$ cat config.mk
export PLATFORM = sky130hd
export DESIGN_NAME = prsp_cfg_regs
export DESIGN_NICKNAME = d
export VERILOG_FILES = /design/src/prsp_pkg.sv /design/src/prsp_cfg_regs.sv
export SDC_FILE = /design/constraint.sdc
export NUM_CORES = 1
export LEC_CHECK = 0
export BUFFER_PORTS_ARGS = -buffer_cell sky130_fd_sc_hd__buf_2
export CAP_MARGIN = 20
export CORE_MARGIN = 1.5
export CORE_UTILIZATION = 47
export CTS_BUF_LIST = sky130_fd_sc_hd__clkbuf_2 sky130_fd_sc_hd__clkbuf_4 sky130_fd_sc_hd__clkbuf_8
export DETAILED_ROUTE_END_ITERATION = 10
export PLACE_DENSITY = 0.78
export SYNTH_ARGS = -nofsm -noshare
export SYNTH_HDL_FRONTEND = slang
export SYNTH_SLANG_ARGS = --single-unit
$ cat constraint.sdc
create_clock -name clk -period 0.8 [get_ports clk]
set_input_delay 0.16 -clock clk [delete_from_list [all_inputs] [get_ports clk]]
set_output_delay 0.16 -clock clk [all_outputs]
set_load 0.01 [all_outputs]
$ cat src/prsp_pkg.sv
package prsp_pkg;

	// Fixed field widths
	localparam int COORD_W = 16;
	localparam int OFF_W   = 17;
	localparam int SCALE_W = 16;
	localparam int ANGLE_W = 14;
	localparam int CFG_W   = 16;
	localparam int IDX_W   = 3;

	// Fixed-point shape
	localparam int TRIG_SHIFT   = 15;
	localparam int ROTATE_SHIFT = 10;
	localparam int UNITY_SHIFT  = 8;
	localparam int TRIG_DROP    = TRIG_SHIFT - ROTATE_SHIFT;
	localparam int FIX_SHIFT    = ROTATE_SHIFT + UNITY_SHIFT;
	localparam int TRIG_W       = ROTATE_SHIFT + 2;
	localparam int ZOOM_W       = 2 * OFF_W;
	localparam int PROD_W       = TRIG_W + ZOOM_W;
	localparam int SUM_W        = PROD_W + 1;
	localparam int ACC_W        = SUM_W + 1;
	localparam int ROT_W        = TRIG_W + OFF_W + 1;
	localparam int RES_W        = ACC_W - FIX_SHIFT + 1;

	// Angle handling
	localparam int FULL_TURN = 3600;
	localparam int DEG_BIAS  = 720;
	localparam int QUARTER   = 90;

	// Divide-by-ten reciprocals: small one for the angle, wide one for the blend
	localparam logic [15:0] DIV10_ANG_MUL = 16'd52429;
	localparam int          DIV10_ANG_SH  = 19;
	localparam logic [23:0] DIV10_MIX_MUL = 24'd13421773;
	localparam int          DIV10_MIX_SH  = 27;

	// Pipeline stage numbers
	localparam int TRIG_STAGE = 9;
	localparam int OUT_STAGE  = 14;

	typedef enum logic [IDX_W-1:0] {
		CFG_ANGLE   = 3'd0,
		CFG_SCALE_X = 3'd1,
		CFG_SCALE_Y = 3'd2,
		CFG_PIVOT_X = 3'd3,
		CFG_PIVOT_Y = 3'd4,
		CFG_ZOOM    = 3'd5
	} cfg_idx_t;

	typedef struct packed {
		logic signed [ANGLE_W-1:0] angle_tenths;
		logic [SCALE_W-1:0]        scale_x;
		logic [SCALE_W-1:0]        scale_y;
		logic signed [COORD_W-1:0] pivot_x;
		logic signed [COORD_W-1:0] pivot_y;
		logic                      zoom_first;
	} cfg_t;

	// Per-point operands carried alongside the trig pipeline
	typedef struct packed {
		logic signed [OFF_W-1:0]   ox;
		logic signed [OFF_W-1:0]   oy;
		logic signed [COORD_W-1:0] cx;
		logic signed [COORD_W-1:0] cy;
		logic [SCALE_W-1:0]        sx;
		logic [SCALE_W-1:0]        sy;
		logic                      zoom;
	} op_t;

	// round(32767*sin(deg)) for 0..90
	function automatic logic [14:0] quarter_sine(input logic [6:0] a);
		logic [14:0] v;
		unique case (a)
			7'd0: v = 15'd0;      7'd1: v = 15'd572;    7'd2: v = 15'd1144;
			7'd3: v = 15'd1715;   7'd4: v = 15'd2286;   7'd5: v = 15'd2856;
			7'd6: v = 15'd3425;   7'd7: v = 15'd3993;   7'd8: v = 15'd4560;
			7'd9: v = 15'd5126;   7'd10: v = 15'd5690;  7'd11: v = 15'd6252;
			7'd12: v = 15'd6813;  7'd13: v = 15'd7371;  7'd14: v = 15'd7927;
			7'd15: v = 15'd8481;  7'd16: v = 15'd9032;  7'd17: v = 15'd9580;
			7'd18: v = 15'd10126; 7'd19: v = 15'd10668; 7'd20: v = 15'd11207;
			7'd21: v = 15'd11743; 7'd22: v = 15'd12275; 7'd23: v = 15'd12803;
			7'd24: v = 15'd13328; 7'd25: v = 15'd13848; 7'd26: v = 15'd14364;
			7'd27: v = 15'd14876; 7'd28: v = 15'd15383; 7'd29: v = 15'd15886;
			7'd30: v = 15'd16383; 7'd31: v = 15'd16876; 7'd32: v = 15'd17364;
			7'd33: v = 15'd17846; 7'd34: v = 15'd18323; 7'd35: v = 15'd18794;
			7'd36: v = 15'd19260; 7'd37: v = 15'd19720; 7'd38: v = 15'd20173;
			7'd39: v = 15'd20621; 7'd40: v = 15'd21062; 7'd41: v = 15'd21497;
			7'd42: v = 15'd21925; 7'd43: v = 15'd22347; 7'd44: v = 15'd22762;
			7'd45: v = 15'd23170; 7'd46: v = 15'd23571; 7'd47: v = 15'd23964;
			7'd48: v = 15'd24351; 7'd49: v = 15'd24730; 7'd50: v = 15'd25101;
			7'd51: v = 15'd25465; 7'd52: v = 15'd25821; 7'd53: v = 15'd26169;
			7'd54: v = 15'd26509; 7'd55: v = 15'd26841; 7'd56: v = 15'd27165;
			7'd57: v = 15'd27481; 7'd58: v = 15'd27788; 7'd59: v = 15'd28087;
			7'd60: v = 15'd28377; 7'd61: v = 15'd28659; 7'd62: v = 15'd28932;
			7'd63: v = 15'd29196; 7'd64: v = 15'd29451; 7'd65: v = 15'd29697;
			7'd66: v = 15'd29934; 7'd67: v = 15'd30162; 7'd68: v = 15'd30381;
			7'd69: v = 15'd30591; 7'd70: v = 15'd30791; 7'd71: v = 15'd30982;
			7'd72: v = 15'd31163; 7'd73: v = 15'd31335; 7'd74: v = 15'd31498;
			7'd75: v = 15'd31650; 7'd76: v = 15'd31794; 7'd77: v = 15'd31927;
			7'd78: v = 15'd32051; 7'd79: v = 15'd32165; 7'd80: v = 15'd32269;
			7'd81: v = 15'd32364; 7'd82: v = 15'd32448; 7'd83: v = 15'd32523;
			7'd84: v = 15'd32587; 7'd85: v = 15'd32642; 7'd86: v = 15'd32687;
			7'd87: v = 15'd32722; 7'd88: v = 15'd32747; 7'd89: v = 15'd32762;
			7'd90: v = 15'd32767;
			default: v = 15'd0;
		endcase
		return v;
	endfunction

	// Sine of a whole degree in 0..359
	function automatic logic signed [15:0] full_sine(input logic [8:0] deg);
		logic [6:0]  qi;
		logic        neg;
		logic [15:0] mag;
		priority if (deg < 9'd90) begin
			qi  = deg[6:0];
			neg = 1'b0;
		end else if (deg < 9'd180) begin
			qi  = 7'(9'd180 - deg);
			neg = 1'b0;
		end else if (deg < 9'd270) begin
			qi  = 7'(deg - 9'd180);
			neg = 1'b1;
		end else begin
			qi  = 7'(9'd360 - deg);
			neg = 1'b1;
		end
		mag = {1'b0, quarter_sine(qi)};
		return neg ? -$signed(mag) : $signed(mag);
	endfunction

	// n below 4*360
	function automatic logic [8:0] mod360(input logic [10:0] n);
		logic [10:0] r;
		priority if (n >= 11'd1080) r = n - 11'd1080;
		else if (n >= 11'd720)      r = n - 11'd720;
		else if (n >= 11'd360)      r = n - 11'd360;
		else                        r = n;
		return r[8:0];
	endfunction

	function automatic logic signed [COORD_W-1:0] saturate(input logic signed [RES_W-1:0] v);
		logic signed [RES_W-1:0] hi;
		logic signed [RES_W-1:0] lo;
		hi = RES_W'((1 << (COORD_W - 1)) - 1);
		lo = -hi - RES_W'(1);
		priority if (v > hi) return hi[COORD_W-1:0];
		else if (v < lo)     return lo[COORD_W-1:0];
		else                 return v[COORD_W-1:0];
	endfunction

endpackage

$ cat src/prsp_cfg_regs.sv
module prsp_cfg_regs (
	input  logic                          clk,
	input  logic                          arst_n,
	input  logic                          cfg_we,
	input  logic [prsp_pkg::IDX_W-1:0]    cfg_index,
	input  logic [prsp_pkg::CFG_W-1:0]    cfg_wdata,
	output prsp_pkg::cfg_t                cfg
);

	prsp_pkg::cfg_t cfg_q;

	always_ff @(posedge clk or negedge arst_n) begin
		if (!arst_n) begin
			cfg_q.angle_tenths <= '0;
			cfg_q.scale_x      <= prsp_pkg::SCALE_W'(1 << prsp_pkg::UNITY_SHIFT);
			cfg_q.scale_y      <= prsp_pkg::SCALE_W'(1 << prsp_pkg::UNITY_SHIFT);
			cfg_q.pivot_x      <= '0;
			cfg_q.pivot_y      <= '0;
			cfg_q.zoom_first   <= 1'b0;
		end else if (cfg_we) begin
			unique case (prsp_pkg::cfg_idx_t'(cfg_index))
				prsp_pkg::CFG_ANGLE:   cfg_q.angle_tenths <=
					$signed(cfg_wdata[prsp_pkg::ANGLE_W-1:0]);
				prsp_pkg::CFG_SCALE_X: cfg_q.scale_x <= cfg_wdata;
				prsp_pkg::CFG_SCALE_Y: cfg_q.scale_y <= cfg_wdata;
				prsp_pkg::CFG_PIVOT_X: cfg_q.pivot_x <= $signed(cfg_wdata);
				prsp_pkg::CFG_PIVOT_Y: cfg_q.pivot_y <= $signed(cfg_wdata);
				prsp_pkg::CFG_ZOOM:    cfg_q.zoom_first <= cfg_wdata[0];
				default: ;
			endcase
		end
	end

	assign cfg = cfg_q;

endmodule

== Word-level counts from Yosys, hierarchy flattened ==
Cells that the tools add are included.

* Memory bits (writable): 0
* Output and inout port bits: 79
* Logic and storage cells: 18
* Bits in latches: 0
* Bits of input ports: 22
* Bits in read-only memories: 0
* Memories kept: 0
* Register bits: 79

* Multiply operators: 0
* Bitwise gates (word level): 0
* Equality and inequality tests: 5
* Add/subtract/negate cells: 0
* Mux-type cells: 0
* Shift operators: 0
* Divide/modulo/power cells: 0
* Reductions and logical operators: 7
* Order comparisons: 0

{| class="wikitable"
|+ Operator list
! operator !! number
|-
| 2-bit AND reduction || 6
|-
| 3-bit by 2-bit == test with 1-bit output, second input constant || 2
|-
| 3-bit == test, second input constant || 2
|-
| 3-bit by 1-bit == test with 1-bit output, second input constant || 1
|-
| 3-bit logical NOT || 1
|}

== Longest topological paths before layout ==
* Depth in word-level cells: 2
* Gate-level depth with buffers: 4
* Gate-level depth less buffers: 2

== Worst setup path before layout ==
Ideal clock, no wire load.

* Kind: in2reg
* Start point: in cfg_index[1] in the netlist's numbering
* End point: reg cfg_q, in the netlist cfg[65]
* Data required time: 0.673 ns
* Buffers on the path: 1
* Arrival time: 1.042 ns
* Setup slack: -0.369 ns
* Library setup time: 0.127 ns
* Stages: 3
* Path through: nor4b_4 -> buf_6 -> mux2_1

* Cells in the longest elaborated chain, start to end: 2

{| class="wikitable"
|+ Ends and longest elaborated chain
! item !! line !! source
|-
| from (decl) || prsp_cfg_regs.sv:5 || <nowiki>input logic [prsp_pkg::IDX_W-1:0] cfg_index,</nowiki>
|-
| 3-bit logical NOT || prsp_cfg_regs.sv:21 || <nowiki>unique case (prsp_pkg::cfg_idx_t'(cfg_index))</nowiki>
|-
| 2-bit AND reduction (no source line) || n/a ||
|-
| to (decl) || prsp_cfg_regs.sv:10 || <nowiki>prsp_pkg::cfg_t cfg_q;</nowiki>
|}

Every way passes these cells.
A chain may end at the register's enable or synchronous reset.

== Worst setup path after layout ==
* Start point: reg cfg_q, in the netlist cfg[41]
* End point: out cfg[41] in the netlist's numbering

{| class="wikitable"
|+ RTL lines
! item !! line !! source
|-
| to (decl) || prsp_cfg_regs.sv:7 || <nowiki>output prsp_pkg::cfg_t cfg</nowiki>
|}

No word-level cell between the ends.

==> metrics <==
status=complete, but fails checks; violated checks=DRC, setup timing; max reg flops=79; largest family of logic cells by synthesized area=multiplexers; First-pass DRT Iterations=8; crit-path leading delay family=flip-flops; crit path cell chain=buf_6; H-tree levels=3; final setup violation count=158; post-synthesis simple-gate area fraction=around 2.6%; CTS Buf Count=9; per-cell routed wire length=roughly 20 um; Initial Util=roughly half; Crit Path Class=reg2out; I/O Pins=between 100 and 150; cell area after synthesis=between 3000 and 4000 sq um; Arrival @ worst endpoint=1.01 ns; row cnt=29; crit start category=flip-flop; adder-cell share of the synthesized area=0%; fmax=0.852 GHz; DR iter-0 viols=~90; CTS max path bufs=2; Period minus WS final=1.17 ns; Mapped Cells=roughly 170; EDFF count, synth=0; xor/xnor share of the synthesized area=0%; Die Height=84.9 um; sequential area share after synthesis=62.8%; clock transition at the registers of the reported paths=roughly 0.09 ns; Die Wd=84.9 um; top post-synthesis cells by count=77 x dfrtp_1, 30 x mux2_4, 29 x mux2_2; Max stage delay on crit path=0.56 ns; NumNets Final=377; largest cells by area after synthesis=dfrtp_1 61%, mux2_4 14%, mux2_2 10%; compound-gate portion of the synthesized area=0%; period utilization=147%; clock latency at the later pin of the worst-skew pair=0.34 ns; share of post-route cells with drive strength above 1=78.1%; Crit path buffers/inverters=1; post-route cell area=5100 sq um; leading area contributor after synthesis=dfrtp_1; final antenna-violating net count=0; hold_ws=0.105 ns; CTS tree=yes; Worst Path Max Fanout=2; synthesis-to-layout area growth=61.9%; placeable core area=6420 sq um; ys flop type=dfrtp_1; maximum vdd drop=about 1.3 mV; Max-cap violations=0; RSZ-0062 raised after global routing=yes; final setup margin=-0.373 ns; Post-Place Cell Area=between 3000 and 4000 sq um; CP required=0.64 ns; clk root buf=clkbuf_8; Total Power=13.5 mW; pre-CTS setup slack=-0.551 ns; crit end category=primary output; vias in the first global route=2,296; Slew @ Worst Pin=roughly 0.35 ns; count leader, synth=dfrtp_1; Final Instance Count excl. Fillers=437; Synthesis Warnings=0; setup TNS=-27.52 ns; Min-Delay Path Class=in2reg; number of antenna diodes=0; initial antenna violation count=0; post-synthesis net count=194; drt drc=10; Max Transition Viols Final=0; placed cell count=356; Max Clock Skew=0 ns; Vias=2,190; final wirelength=roughly 8600 um; max_slew headroom=76.5%; syn avg cell area=18.3 sq um; static leakage=2.62 nW; DIE AREA=7200 sq um; port bufs=100; post-DR vias/cell=5.01; PD cells=between 2000 and 3000 nW/um^2; grt ovf=0; clk sinks=between 70 and 80; Final Hold Viols=0; asr flop ratio synth=100%; register bit count reported by yosys=79; Netlist cell types=12; HPWL Detailed=4820 um; first-pass GRT wire length=roughly 13,000 um; multiplexer area fraction after synthesis=about a third; post-layout util=around 79%; largest net degree at the start of global routing=30; slowest CP cell=dfstp_2; Total Routing Usage GR=24.5%; Final Wtd Congestion=0.722; Yosys top cell area share=61.2%
[routing by layer]
| metal | part of all wire (%) | routed length [um] | global-route usage (%) | vias to the layer above |
|---|---|---|---|---|
| met1 | 43 | 3700 | 33.4 | 1118 |
| met5 | 0 | 0 | 0 | - |
| met3 | 6.9 | 592 | 6.23 | 12 |
| li1 | - | - | - | 978 |
| met2 | 49 | 4200 | 39.5 | 82 |
| met4 | 1.5 | 131 | 6.71 | 0 |
[layout by cell type (no fill, tap or decap), drive strengths merged]
cell type,Yosys,final
bufinv,0,2
dfstp,2,2
buf,8,179
clkbuf,0,10
dlygate4sd3,0,1
inv,0,1
dfrtp,77,77
nor4bb,1,1
clkinv,0,1
nand4b,2,2
clkinvlp,0,2
nor4b,1,1
and4bb,2,2
mux2,79,79
[logic make-up (layout without fill, tap and decap cells)]
family / count (synthesis) / in the layout
muxes: 79 / 79
and+or+nand+nor: 6 / 6
DFF: 79 / 79
buffers and inverters: 8 / 196
[area by class of cell]
cell class / instances / area (sq um)
multi-input cells: 85 / 1300
well taps: 77 / 96.3
clock inverters: 6 / 92.6
fillers: 336 / 1320
flip-flops and latches: 79 / 1980
clock buffers: 10 / 138
repair buffers: 180 / 1490
[power breakdown]
part,switching (mW),internal [mW]
sequential,0.588,4.89
clock,1.52,1.86
combinational,1.60,3.01
total,3.71,9.75
[what timing repair did]
item                                   in CTS  in global routing
setup buffers                              33                 40
endpoints found under the hold margin      79                  0
setup endpoints to repair                 157                157
cloned                                      5                  0
hold buffers                                1                  0
resized for setup                          87                 39
pin swaps                                   3                  1
[worst paths after layout]
path / start / end / slack (ns) / cells past startpoint
hold reg to reg: cfg[65]$_DFFE_PN0P_ / cfg[65]$_DFFE_PN0P_ / 0.52 / 1
max in group asynchronous: arst_n / cfg[37]$_DFFE_PN0P_ / 0.11 / 3
setup reg to reg: cfg[72]$_DFFE_PN0P_ / cfg[72]$_DFFE_PN0P_ / -0.13 / 2
hold / removal: cfg_wdata[9] / cfg[26]$_DFFE_PN0P_ / 0.10 / 2
setup / recovery: cfg[41]$_DFFE_PN1P_ / cfg[41] / -0.37 / 1
min in group asynchronous: arst_n / cfg[18]$_DFFE_PN0P_ / 0.25 / 2
(Power assumes the default switching activity.)
